==> src/sv/sssc_pkg.sv <==
// Shared types, constants and the segment table for the seven-segment shift chain driver.
// Used by every module of the block; depends on nothing.
`default_nettype none

package sssc_pkg;

  localparam int OPCODE_W = 2;
  localparam int VALUE_W  = 20;
  localparam int SEG_W    = 8;
  localparam int SLOT_W   = 4;
  localparam int DIGIT_W  = 4;

  // decimal digits needed for any VALUE_W-bit value, and the widest group allowed
  localparam int CONV_DIGITS = 7;
  localparam int MAX_DIGITS  = 8;
  localparam int ITER_W      = $clog2(VALUE_W);

  localparam int LEVEL_DIGITS_DEF = 2;
  localparam int ROWS_DIGITS_DEF  = 4;
  localparam int SCORE_DIGITS_DEF = 6;

  localparam int QUEUE_DEPTH = 2;

  typedef enum logic [OPCODE_W-1:0] {
    GRP_LEVEL = 2'd0,
    GRP_ROWS  = 2'd1,
    GRP_SCORE = 2'd2
  } grp_e;

  typedef struct packed {
    grp_e               grp;
    logic [VALUE_W-1:0] value;
  } cmd_t;

  typedef struct packed {
    logic full;
    logic empty;
  } q_status_t;

  typedef enum logic [1:0] {
    BK_IDLE,
    BK_CONV,
    BK_COMMIT
  } back_state_e;

  // segments a-g in bits 0-6, decimal point (bit 7) off
  function automatic logic [SEG_W-1:0] seg_encode(input logic [DIGIT_W-1:0] digit);
    logic [SEG_W-1:0] seg;
    case (digit)
      4'd0: seg = 8'h3F;
      4'd1: seg = 8'h06;
      4'd2: seg = 8'h5B;
      4'd3: seg = 8'h4F;
      4'd4: seg = 8'h66;
      4'd5: seg = 8'h6D;
      4'd6: seg = 8'h7D;
      4'd7: seg = 8'h07;
      4'd8: seg = 8'h7F;
      4'd9: seg = 8'h6F;
      default: seg = 8'h00;
    endcase
    return seg;
  endfunction

endpackage

`default_nettype wire

==> src/sv/sssc_front.sv <==
// Input side: accepts transactions, drops the unused opcode and holds one command for the queue.
// Depends on sssc_pkg.
`default_nettype none

module sssc_front (
  input  wire logic                          clk_i,
  input  wire logic                          rst_ni,
  input  wire logic                          push_i,
  output logic                               full_o,
  input  wire logic [sssc_pkg::OPCODE_W-1:0] opcode_i,
  input  wire logic [sssc_pkg::VALUE_W-1:0]  new_value_i,
  input  wire sssc_pkg::q_status_t           q_status_i,
  output logic                               q_push_o,
  output sssc_pkg::cmd_t                     q_wr_data_o
);
  import sssc_pkg::*;

  logic fr_valid_q, fr_valid_d;
  cmd_t fr_cmd_q;
  logic accept;
  logic op_ok;
  grp_e op_grp;

  always_comb begin
    op_ok  = 1'b1;
    op_grp = GRP_LEVEL;
    case (opcode_i)
      GRP_LEVEL: op_grp = GRP_LEVEL;
      GRP_ROWS:  op_grp = GRP_ROWS;
      GRP_SCORE: op_grp = GRP_SCORE;
      default:   op_ok  = 1'b0;
    endcase
  end

  assign full_o   = fr_valid_q && q_status_i.full;
  assign accept   = push_i && !full_o;
  assign q_push_o = fr_valid_q && !q_status_i.full;
  assign q_wr_data_o = fr_cmd_q;

  // an unused opcode is taken and dropped: no state change, no bytes
  assign fr_valid_d = (fr_valid_q && q_status_i.full) || (accept && op_ok);

  always_ff @(posedge clk_i or negedge rst_ni) begin
    if (!rst_ni) begin
      fr_valid_q <= 1'b0;
    end else begin
      fr_valid_q <= fr_valid_d;
    end
  end

  always_ff @(posedge clk_i) begin
    if (accept && op_ok) begin
      fr_cmd_q.grp   <= op_grp;
      fr_cmd_q.value <= new_value_i;
    end
  end

endmodule

`default_nettype wire

==> src/sv/sssc_queue.sv <==
// Short command queue between the front and the back.
// Depends on sssc_pkg.
`default_nettype none

module sssc_queue (
  input  wire logic           clk_i,
  input  wire logic           rst_ni,
  input  wire logic           push_i,
  input  wire sssc_pkg::cmd_t wr_data_i,
  input  wire logic           pop_i,
  output sssc_pkg::cmd_t      rd_data_o,
  output sssc_pkg::q_status_t status_o
);
  import sssc_pkg::*;

  localparam int PTR_W = (QUEUE_DEPTH > 1) ? $clog2(QUEUE_DEPTH) : 1;
  localparam int CNT_W = $clog2(QUEUE_DEPTH + 1);

  cmd_t             entries_q [QUEUE_DEPTH];
  logic [PTR_W-1:0] wr_ptr_q, wr_ptr_d;
  logic [PTR_W-1:0] rd_ptr_q, rd_ptr_d;
  logic [CNT_W-1:0] count_q, count_d;
  logic             do_push, do_pop;

  assign status_o.full  = (count_q == CNT_W'(QUEUE_DEPTH));
  assign status_o.empty = (count_q == '0);
  assign do_push   = push_i && !status_o.full;
  assign do_pop    = pop_i && !status_o.empty;
  assign rd_data_o = entries_q[rd_ptr_q];

  always_comb begin
    wr_ptr_d = wr_ptr_q;
    rd_ptr_d = rd_ptr_q;
    count_d  = count_q;
    if (do_push) begin
      wr_ptr_d = (wr_ptr_q == PTR_W'(QUEUE_DEPTH - 1)) ? '0 : wr_ptr_q + 1'b1;
    end
    if (do_pop) begin
      rd_ptr_d = (rd_ptr_q == PTR_W'(QUEUE_DEPTH - 1)) ? '0 : rd_ptr_q + 1'b1;
    end
    if (do_push && !do_pop) begin
      count_d = count_q + 1'b1;
    end else if (do_pop && !do_push) begin
      count_d = count_q - 1'b1;
    end
  end

  always_ff @(posedge clk_i or negedge rst_ni) begin
    if (!rst_ni) begin
      wr_ptr_q <= '0;
      rd_ptr_q <= '0;
      count_q  <= '0;
    end else begin
      wr_ptr_q <= wr_ptr_d;
      rd_ptr_q <= rd_ptr_d;
      count_q  <= count_d;
    end
  end

  always_ff @(posedge clk_i) begin
    if (do_push) begin
      entries_q[wr_ptr_q] <= wr_data_i;
    end
  end

endmodule

`default_nettype wire

==> src/sv/sssc_back.sv <==
// Back end: bit-serial binary to decimal conversion, displayed digit store and byte emitter.
// Depends on sssc_pkg.
`default_nettype none

module sssc_back #(
  parameter int LEVEL_DIGITS = sssc_pkg::LEVEL_DIGITS_DEF,
  parameter int ROWS_DIGITS  = sssc_pkg::ROWS_DIGITS_DEF,
  parameter int SCORE_DIGITS = sssc_pkg::SCORE_DIGITS_DEF
) (
  input  wire logic                        clk_i,
  input  wire logic                        rst_ni,
  input  wire sssc_pkg::q_status_t         q_status_i,
  input  wire sssc_pkg::cmd_t              q_rd_data_i,
  output logic                             q_pop_o,
  input  wire logic                        pop_i,
  output logic                             empty_o,
  output logic [sssc_pkg::SEG_W-1:0]       segment_byte_o,
  output logic [sssc_pkg::SLOT_W-1:0]      digit_slot_o,
  output logic                             last_o
);
  import sssc_pkg::*;

  localparam int TOTAL = LEVEL_DIGITS + ROWS_DIGITS + SCORE_DIGITS;
  localparam int CNT_W = $clog2(TOTAL);

  // converter
  back_state_e                         state_q, state_d;
  logic [ITER_W-1:0]                   iter_q, iter_d;
  logic [VALUE_W-1:0]                  bin_q;
  logic [CONV_DIGITS-1:0][DIGIT_W-1:0] bcd_q;
  logic [CONV_DIGITS-1:0][DIGIT_W-1:0] bcd_adj;
  logic [CONV_DIGITS*DIGIT_W-1:0]      bcd_flat;
  logic [MAX_DIGITS-1:0][DIGIT_W-1:0]  bcd_pad;
  grp_e                                grp_q;
  logic                                conv_load, conv_step, commit_fire;

  // displayed digits, index 0 is the least significant
  logic [LEVEL_DIGITS-1:0][DIGIT_W-1:0] level_q, level_d;
  logic [ROWS_DIGITS-1:0][DIGIT_W-1:0]  rows_q, rows_d;
  logic [SCORE_DIGITS-1:0][DIGIT_W-1:0] score_q, score_d;

  // emitter, snapshot index 0 is the next byte out
  logic [TOTAL-1:0][DIGIT_W-1:0] snap_q, snap_d;
  logic                          emit_busy_q, emit_busy_d;
  logic [CNT_W-1:0]              emit_cnt_q, emit_cnt_d;
  logic                          emit_adv, emit_last;

  // output register
  logic              out_valid_q, out_valid_d;
  logic [SEG_W-1:0]  seg_q;
  logic [SLOT_W-1:0] slot_q;
  logic              last_q;

  // shift-add-3 step, one input bit per cycle
  always_comb begin
    for (int k = 0; k < CONV_DIGITS; k++) begin
      bcd_adj[k] = (bcd_q[k] >= 4'd5) ? bcd_q[k] + 4'd3 : bcd_q[k];
    end
  end
  assign bcd_flat = bcd_adj;
  assign bcd_pad  = (MAX_DIGITS*DIGIT_W)'(bcd_q);

  always_comb begin
    state_d = state_q;
    iter_d  = iter_q;
    case (state_q)
      BK_IDLE: begin
        if (!q_status_i.empty) begin
          state_d = BK_CONV;
          iter_d  = '0;
        end
      end
      BK_CONV: begin
        iter_d = iter_q + 1'b1;
        if (iter_q == ITER_W'(VALUE_W - 1)) begin
          state_d = BK_COMMIT;
        end
      end
      BK_COMMIT: begin
        if (!emit_busy_q) begin
          state_d = BK_IDLE;
        end
      end
      default: state_d = BK_IDLE;
    endcase
  end

  always_comb begin
    q_pop_o     = 1'b0;
    conv_load   = 1'b0;
    conv_step   = 1'b0;
    commit_fire = 1'b0;
    case (state_q)
      BK_IDLE: begin
        q_pop_o   = !q_status_i.empty;
        conv_load = !q_status_i.empty;
      end
      BK_CONV:   conv_step   = 1'b1;
      BK_COMMIT: commit_fire = !emit_busy_q;
      default: ;
    endcase
  end

  // keep the low digits of the group; digits above the converter width read as zero
  always_comb begin
    level_d = level_q;
    rows_d  = rows_q;
    score_d = score_q;
    if (commit_fire) begin
      case (grp_q)
        GRP_LEVEL: begin
          for (int i = 0; i < LEVEL_DIGITS; i++) level_d[i] = bcd_pad[i];
        end
        GRP_ROWS: begin
          for (int i = 0; i < ROWS_DIGITS; i++) rows_d[i] = bcd_pad[i];
        end
        GRP_SCORE: begin
          for (int i = 0; i < SCORE_DIGITS; i++) score_d[i] = bcd_pad[i];
        end
        default: ;
      endcase
    end
  end

  assign emit_adv  = emit_busy_q && (!out_valid_q || pop_i);
  assign emit_last = (emit_cnt_q == CNT_W'(TOTAL - 1));

  always_comb begin
    snap_d      = snap_q;
    emit_busy_d = emit_busy_q;
    emit_cnt_d  = emit_cnt_q;
    if (commit_fire) begin
      // chain order, most significant digit first within each group
      for (int i = 0; i < LEVEL_DIGITS; i++) begin
        snap_d[i] = level_d[LEVEL_DIGITS-1-i];
      end
      for (int i = 0; i < ROWS_DIGITS; i++) begin
        snap_d[LEVEL_DIGITS+i] = rows_d[ROWS_DIGITS-1-i];
      end
      for (int i = 0; i < SCORE_DIGITS; i++) begin
        snap_d[LEVEL_DIGITS+ROWS_DIGITS+i] = score_d[SCORE_DIGITS-1-i];
      end
      emit_busy_d = 1'b1;
      emit_cnt_d  = '0;
    end else if (emit_adv) begin
      snap_d     = {{DIGIT_W{1'b0}}, snap_q[TOTAL-1:1]};
      emit_cnt_d = emit_cnt_q + 1'b1;
      if (emit_last) begin
        emit_busy_d = 1'b0;
      end
    end
  end

  always_comb begin
    out_valid_d = out_valid_q;
    if (emit_adv) begin
      out_valid_d = 1'b1;
    end else if (pop_i) begin
      out_valid_d = 1'b0;
    end
  end

  always_ff @(posedge clk_i or negedge rst_ni) begin
    if (!rst_ni) begin
      state_q     <= BK_IDLE;
      iter_q      <= '0;
      level_q     <= '0;
      rows_q      <= '0;
      score_q     <= '0;
      emit_busy_q <= 1'b0;
      emit_cnt_q  <= '0;
      out_valid_q <= 1'b0;
    end else begin
      state_q     <= state_d;
      iter_q      <= iter_d;
      level_q     <= level_d;
      rows_q      <= rows_d;
      score_q     <= score_d;
      emit_busy_q <= emit_busy_d;
      emit_cnt_q  <= emit_cnt_d;
      out_valid_q <= out_valid_d;
    end
  end

  always_ff @(posedge clk_i) begin
    if (conv_load) begin
      bin_q <= q_rd_data_i.value;
      bcd_q <= '0;
      grp_q <= q_rd_data_i.grp;
    end else if (conv_step) begin
      bin_q <= {bin_q[VALUE_W-2:0], 1'b0};
      bcd_q <= {bcd_flat[CONV_DIGITS*DIGIT_W-2:0], bin_q[VALUE_W-1]};
    end
    snap_q <= snap_d;
    if (emit_adv) begin
      seg_q  <= seg_encode(snap_q[0]);
      slot_q <= SLOT_W'(emit_cnt_q);
      last_q <= emit_last;
    end
  end

  assign empty_o        = !out_valid_q;
  assign segment_byte_o = seg_q;
  assign digit_slot_o   = slot_q;
  assign last_o         = last_q;

endmodule

`default_nettype wire

==> src/sv/seven_segment_shift_chain_driver_unit.sv <==
// Top level of the seven-segment shift chain driver: front, command queue and back end.
// Depends on sssc_pkg, sssc_front, sssc_queue and sssc_back.
//
// Usage:
//   Input channel (push_i/full_o): each transaction sets the level, rows or score value by
//   opcode_i; new_value_i is binary and only the group's low decimal digits are kept.
//   Opcode 3 is taken and dropped without any output.
//   Output channel (empty_o/pop_i): every set produces LEVEL+ROWS+SCORE digit transactions
//   (12 by default), level group first, most significant digit first, digit_slot_o counting
//   from 0 and last_o on the final byte, after which the chain is latched.
//   Bytes leave one per cycle while pop_i keeps taking them. The bit-serial binary to decimal
//   converter takes one input bit per cycle between its load and commit states, and commits
//   only once the emitter is done with the previous set. Byte emission of one set overlaps
//   conversion of the next; a two-entry queue plus an input register buffer further sets.
//   Reset: all three values read as zero, queue and output are empty.
//   Output stall: bytes hold in the output register; once the emitter, the queue and the
//   input register are full, full_o rises and stays high until pop_i frees space.
`default_nettype none

module seven_segment_shift_chain_driver_unit #(
  parameter int LEVEL_DIGITS = sssc_pkg::LEVEL_DIGITS_DEF,
  parameter int ROWS_DIGITS  = sssc_pkg::ROWS_DIGITS_DEF,
  parameter int SCORE_DIGITS = sssc_pkg::SCORE_DIGITS_DEF
) (
  input  wire logic                          clk_i,
  input  wire logic                          rst_ni,
  input  wire logic                          push_i,
  output logic                               full_o,
  input  wire logic [sssc_pkg::OPCODE_W-1:0] opcode_i,
  input  wire logic [sssc_pkg::VALUE_W-1:0]  new_value_i,
  output logic                               empty_o,
  input  wire logic                          pop_i,
  output logic [sssc_pkg::SEG_W-1:0]         segment_byte_o,
  output logic [sssc_pkg::SLOT_W-1:0]        digit_slot_o,
  output logic                               last_o
);
  import sssc_pkg::*;

  q_status_t q_status;
  cmd_t      q_wr_data, q_rd_data;
  logic      q_push, q_pop;

  sssc_front u_front (
    .clk_i       (clk_i),
    .rst_ni      (rst_ni),
    .push_i      (push_i),
    .full_o      (full_o),
    .opcode_i    (opcode_i),
    .new_value_i (new_value_i),
    .q_status_i  (q_status),
    .q_push_o    (q_push),
    .q_wr_data_o (q_wr_data)
  );

  sssc_queue u_queue (
    .clk_i     (clk_i),
    .rst_ni    (rst_ni),
    .push_i    (q_push),
    .wr_data_i (q_wr_data),
    .pop_i     (q_pop),
    .rd_data_o (q_rd_data),
    .status_o  (q_status)
  );

  sssc_back #(
    .LEVEL_DIGITS (LEVEL_DIGITS),
    .ROWS_DIGITS  (ROWS_DIGITS),
    .SCORE_DIGITS (SCORE_DIGITS)
  ) u_back (
    .clk_i          (clk_i),
    .rst_ni         (rst_ni),
    .q_status_i     (q_status),
    .q_rd_data_i    (q_rd_data),
    .q_pop_o        (q_pop),
    .pop_i          (pop_i),
    .empty_o        (empty_o),
    .segment_byte_o (segment_byte_o),
    .digit_slot_o   (digit_slot_o),
    .last_o         (last_o)
  );

endmodule

`default_nettype wire

==> config.mk <==
export PLATFORM = sky130hd
export DESIGN_NAME = seven_segment_shift_chain_driver_unit
export DESIGN_NICKNAME = d
export VERILOG_FILES = /design/src/sv/sssc_pkg.sv /design/src/sv/sssc_front.sv /design/src/sv/sssc_queue.sv /design/src/sv/sssc_back.sv /design/src/sv/seven_segment_shift_chain_driver_unit.sv
export SDC_FILE = /design/constraint.sdc
export NUM_CORES = 1
export LEC_CHECK = 0
export ABC_AREA = 1
export BUFFER_PORTS_ARGS = -buffer_cell sky130_fd_sc_hd__buf_2
export CAP_MARGIN = 20
export CORE_MARGIN = 3
export CORE_UTILIZATION = 42
export CTS_CLUSTER_SIZE = 28
export DETAILED_ROUTE_END_ITERATION = 12
export REMOVE_ABC_BUFFERS = 1
export SLEW_MARGIN = 15
export SYNTH_ARGS = -nofsm -noshare
export SYNTH_HDL_FRONTEND = slang
export SYNTH_SLANG_ARGS = --single-unit
==> constraint.sdc <==
create_clock -name clk_i -period 1.9 [get_ports clk_i]
set_input_delay 0 -clock clk_i [delete_from_list [all_inputs] [get_ports clk_i]]
set_output_delay 0 -clock clk_i [all_outputs]
set_load 0.01 [all_outputs]
# Word level (Yosys, flattened, before mapping)
# Memories as Yosys holds them, arrays and structs flattened. A register that Yosys moved wholly into a read port is not among the register bits.
# Cells that the tools add are included.
dict set report word_totals {
  ff_bits 195
  ramBits 44
  mem_bits_ro 112
  input_bits 26
  out_inout_bits 15
  wordCells 150
  n_memories 2
}
# name words width rd rd_clocked_by_memory_dff wr line
set mem_list {}
lappend mem_list {{(name not given)} 16 7 1 1 0 sssc_pkg.sv:49} ;# case (digit)
lappend mem_list {u_queue.entries_q 2 22 1 0 1 sssc_queue.sv:19} ;# cmd_t entries_q [QUEUE_DEPTH];
dict set report op_classes {
  add_sub_neg 12
  order_cmp 6
  n_eq_ne 12
  n_mux 40
  reduce_logical 32
}
# operator n
set ops {}
lappend ops {{48-bit two-way mux} 2}
lappend ops {{24-bit two-way mux} 2}
lappend ops {{20-bit two-way mux} 2}
lappend ops {{16-bit two-way mux} 2}
lappend ops {{4-bit two-way mux} 7}
lappend ops {{4-bit by 3-bit greater-or-equal comparator with 1-bit output, second input constant} 6}
lappend ops {{4-bit by 2-bit adder with 4-bit output, second input constant} 5}
lappend ops {{8-bit two-way mux} 2}
lappend ops {{1-bit two-way mux} 13}
lappend ops {{2-bit nonzero test} 6}
lappend ops {{2-bit two-way mux} 5}
lappend ops {{5-bit case mux with 2 select lines} 1}
lappend ops {{1-bit logical AND} 9}
lappend ops {{2-bit == test, second input constant} 4}
lappend ops {{2-bit logical NOT} 4}
lappend ops {{1-bit logical NOT} 7}
lappend ops {{2-bit by 1-bit == test with 1-bit output, second input constant} 3}
lappend ops {{2-bit case mux with 3 select lines} 1}
lappend ops {{5-bit by 1-bit adder with 5-bit output, second input constant} 1}
lappend ops {{5-bit == test, second input constant} 1}
lappend ops {{5-bit two-way mux} 1}
lappend ops {{4-bit by 1-bit adder with 4-bit output, second input constant} 1}
lappend ops {{4-bit == test, second input constant} 1}
lappend ops {{2-bit inequality test, second input constant} 2}
lappend ops {{11 further kinds} 14}

# Logic depth before layout (Yosys ltp)
dict set report logic_depth {
  word_depth 8
  mapped_depth 9
  depth_no_buf 9
}

# Modules after synthesis
# Synthesis repeated with hierarchy kept, for this count alone.
dict set report unflattened {
  cells_unflattened 1075
  hier_area_um2 10197.3
}
# module instances cells_per_inst area_per_inst_um2 seq_area_each_um2
set by_module_without_submodules {}
lappend by_module_without_submodules {sssc_back 1 894 7618.6 4469.3}
lappend by_module_without_submodules {sssc_queue 1 146 1840.5 1421.4}
lappend by_module_without_submodules {sssc_front 1 35 738.2 685.7}

# Worst setup path before layout
# Ideal clock, no wire load.
dict set report synth_path {
  kind {flip-flop to flip-flop}
  start {register u_back.emit_busy_q}
  end {register u_back.snap_q[0] (netlist bit), enable pin}
  setup_time_ns 0.408
  arrival_time_ns 1.702
  t_required_ns 1.492
  path_slack_ns -0.210
  path_stages_with_launch 4
  path_buffers 0
  period_less_slack_ns 2.110
  cell_sequence {dfrtp_1 > inv_1 > nand3_1 > nand2_1}
}
dict set report synth_between {
  elab_chain_len 3
  word_cells_on_any_way 4
  cone_classes {mux: 1; reduce/logical: 3}
}
# element line
set synth_rtl {}
lappend synth_rtl {{from (decl)} sssc_back.sv:44} ;# logic emit_busy_q, emit_busy_d;
lappend synth_rtl {{from (signal assigned)} sssc_back.sv:179} ;# emit_busy_q <= emit_busy_d;
lappend synth_rtl {{1-bit logical NOT} --}
lappend synth_rtl {{1-bit two-way mux} sssc_back.sv:93} ;# case (state_q)
lappend synth_rtl {{2-bit nonzero test (no line) (*)} --}
lappend synth_rtl {{to (signal assigned)} sssc_back.sv:194} ;# snap_q <= snap_d;
lappend synth_rtl {{to (decl)} sssc_back.sv:43} ;# logic [TOTAL-1:0][DIGIT_W-1:0] snap_q, snap_d;
# Mark *: on every way between the ends. The rest lies on a longest branch, timed or not.
# A chain may end at the register's enable or synchronous reset.

# Final worst setup path
dict set report layout_path {
  start {register u_queue.count_q[1]}
  end {register u_queue.count_q[1]}
}
dict set report layout_between {
  elab_chain_len 7
  word_cells_on_any_way 17
  cone_classes {add/sub: 2; eq/ne: 1; mux: 3; reduce/logical: 11}
}
# element line
set layout_rtl {}
lappend layout_rtl {{from (decl)} sssc_queue.sv:22} ;# logic [CNT_W-1:0] count_q, count_d;
lappend layout_rtl {{from (signal assigned)} sssc_queue.sv:56} ;# count_q <= count_d;
lappend layout_rtl {{2-bit == test (*)} sssc_queue.sv:25} ;# assign status_o.full = (count_q == CNT_W'(QUEUE_DEPTH));
lappend layout_rtl {{1-bit logical NOT (*)} {sssc_front.sv:37, sssc_queue.sv:27}}
lappend layout_rtl {{1-bit logical AND} sssc_front.sv:37} ;# assign q_push_o = fr_valid_q && !q_status_i.full;
lappend layout_rtl {{1-bit logical AND (*)} sssc_queue.sv:27} ;# assign do_push = push_i && !status_o.full;
lappend layout_rtl {{via u_queue.do_push} sssc_queue.sv:23} ;# logic do_push, do_pop;
lappend layout_rtl {{1-bit logical NOT} sssc_queue.sv:43} ;# end else if (do_pop && !do_push) begin
lappend layout_rtl {{1-bit logical AND} sssc_queue.sv:43}
lappend layout_rtl {{2-bit nonzero test (no line)} --}
# Mark *: on every way through the listed nets, which the timed path passes. The rest lies on a longest branch. The select of a mux whose other input is x is not followed.

==> reports/qor.txt <==
Status: complete, no violations
Die Y: 161 um
Placed Cells: 1366
Mapped cell area: 10100 sq um
Synth Area in Compound Gates: 5.81%
CTS sink cnt: 238
Most common cell after layout, fill and taps aside: nand2_1
Critical Path Sink Type: register
Worst VDD drop: 0.000887 V
Mean post-synth cell area: 9.85 sq um
R2R setup slack: 0.33 ns
Post-place setup slack: 0.344 ns
Reg2reg end: u_queue.count_q[1]
Achievable Freq: 637 MHz
Least-Margin Pin Slew: 0.546 ns
Via count: 6919
ANT cells: 0
Worst-Skew Late Latency: 0.52 ns
Final WL: 19800 um
Wire per inst: 13.8 um
Worst Path Max Fanout: 3
Multiplexer share of the synthesized area: 0%
DR pass1 iterations: 6
Root buf cell: clkbuf_16
Clock buffer count from CTS: 25
Met3 usage: 2.66%
Worst r2r path cells: 7
First-pass GRT wire length: 33100 um
Final Worst Setup Slack: 0.331 ns
Grt ovf: 0
GPL Wtd Cong: 0.782
Nets: 1148
Power density cells: 1530 nW/um^2
Total GRT Usage: 15.5%
Sequential share of the synthesized area: 65.3%
Final HPWL DP: 12200 um
Vias in the first global route: 6696
DRC Markers: 0
Max_cap viols: 0
CTS max path bufs: 3
Reg-to-reg startpoint: u_queue.count_q[1]
Initial Util: 42.8%
Yosys warnings: 0
Boundary pin count: 41
Setup violators final: 0
Final count of hold timing violations: 0
IO Port Bufs: 39
Post-route ant nets: 0
Share of post-route cells with drive strength above 1: 11.8%
Row count: 56
Combinational family with the most area after synthesis: simple AND/OR/NAND/NOR gates
Slew HR: 63.5%
Core Box Area: 23500 sq um
Critical path type: register to register
Post-Synth Adder-Cell Area: 2.61%
Tmin final: 1.57 ns
Filler cells: 2119
CP arrival: 1.98 ns
Initial antenna violation count: 0
CP startpoint kind: register
Vias per cell: 4.81
Most crowded layer after global routing: met2
XOR/XNOR share of the synthesized area: 0.348%
Pins over their slew limit: 0
Synth unique cells: 28
Hold crit path type: input pin to async pin
Synth-to-layout area growth: 18.0%
GR Util met1: 20.8%
H-tree levels: 1
Clk_skew: 0.0178 ns
CTS tree: yes
Final cell count without fillers: 1438
Clk slew on worst S/H paths: 0.06 ns
Leakage: 0.00546 uW
Post-cts sizing count: 0
CP required: 2.31 ns
Post-Syn Instances: 1022
Tcrit/Tclk final: 82.6%
Simple-Gate Fraction of Synth Area: 22.0%
Die Wd: 161 um
Die ar.: 25900 sq um
Synthesized flop and latch total: 238
1st-iter DRT viols: 457
GR Util met2: 26.1%
RSZ-0062 raised after global routing: no
Commonest non-fill, non-tap cells in the layout: nand2_1 (463), edfxtp_1 (148), dfrtp_1 (66)
Largest net degree at the start of global routing: 95
-- stage by stage --
stage / util [%] / setup TNS [ns] / power, uW / hold WS (ns) / area [sq um]
after floorplan: - / -203.67 / 11600 / -0.296 / 9890
after global placement: 45.8 / 0 / 13300 / -0.193 / 10800
after detailed placement: 45.8 / 0 / 13500 / -0.192 / 10800
after CTS: 50.5 / 0 / 18400 / 0.0638 / 11900
after global routing: 50.5 / 0 / 19500 / 0.0761 / 11900
final: 50.5 / 0 / 18200 / 0.0298 / 11900
-- cell usage after synthesis --
master	n	area (sq um)
nand2_1	464	1740
edfxtp_1	148	4440
dfrtp_1	66	1650
o21ai_0	58	290
inv_1	55	206
nand3_1	42	210
nor2_1	27	101
dfxtp_1	24	480
ha_1	21	263
or2_2	20	125
a21oi_1	19	95.1
clkbuf_1	19	71.3
o211ai_1	19	143
buf_2	17	85.1
o21ai_1	4	20.0
inv_2	3	11.3
xor2_1	3	26.3
buf_4	2	15.0
o22ai_1	2	12.5
a22oi_1	1	7.51
conb_1	1	3.75
nand2_2	1	6.26
nand4_1	1	6.26
nor2_2	1	6.26
nor2_4	1	11.3
nor3_1	1	5.00
o21ai_4	1	16.3
xnor2_1	1	8.76
-- per-layer routing --
metal	wire, um	vias up	share of wire [%]
met5	0	-	0
met4	463	0	2.3
met3	765	33	3.9
met2	9430	148	48
met1	9170	3226	46
li1	-	3512	-
-- report_power, final --
part           leakage [uW]  total [uW]  switching (uW)  internal [uW]
logic               0.00254        5010            3190           1820
registers           0.00251        8330             794           7540
clock network      0.000407        4880            1930           2950
total               0.00546       18200            5910          12300
-- area by class of cell --
class                      instances  area, sq um  area share (%)
timing repair buffer              90          746            6.28
sequential                       238         6580            55.4
inverter                          58          218            1.83
clock inverter                    15          175            1.47
clock buffer                      30          644            5.42
tap                              319          399            3.36
multi-input combinational        688         3120            26.3
-- worst max path at each step --
stage / from / end / slack (ns) / cells past startpoint
after floorplan: u_back.emit_busy_q / u_back.emit_cnt_q[2] / -2.49 / 6
after global placement: u_queue.count_q[1] / u_queue.count_q[1] / 0.40 / 7
after detailed placement: u_queue.count_q[1] / u_queue.count_q[1] / 0.34 / 7
after CTS: u_queue.count_q[1] / u_queue.count_q[1] / 0.32 / 7
after global routing: u_queue.count_q[1] / u_queue.count_q[1] / 0.25 / 7
final: u_queue.count_q[1] / u_queue.count_q[1] / 0.33 / 7
-- registers in the layout, summed over array words and instances, names as in the netlist, 4 cells and up --
name / flops
u_back.digit_slot_o: 4
u_back.bin_q: 20
u_back.bcd_pad: 24
u_front.q_wr_data_o: 22
u_back.segment_byte_o: 7
u_back.emit_cnt_q: 4
u_back.level_q: 8
u_back.iter_q: 5
u_back.snap_q: 48
u_queue.entries_q: 44
u_back.rows_q: 16
u_back.score_q: 24
-- logic make-up (layout without fill, tap and decap cells) --
group / count (synthesis) / in the layout
xor+xnor: 4 / 4
buf+inv: 96 / 193
other cells: 1 / 1
fa+ha+maj: 21 / 21
simple gates: 558 / 558
flops: 238 / 238
compound gates: 104 / 104
-- critical path, cell delays in order, from the launching register on --
cell and delay (ns):
dfrtp_1 0.42, inv_1 0.09, o21ai_0 0.23, inv_1 0.09, ha_1 0.31, nor2_1 0.11
nand2_1 0.07, xor2_1 0.14
-- repair_timing --
| item | in CTS | in global routing |
|---|---|---|
| setup buffers | 0 | 0 |
| hold endpoints to repair | 90 | 0 |
| hold buffers | 27 | 0 |
| setup endpoints to repair | 0 | 0 |
No activity file was read; power rests on OpenSTA's default activity.
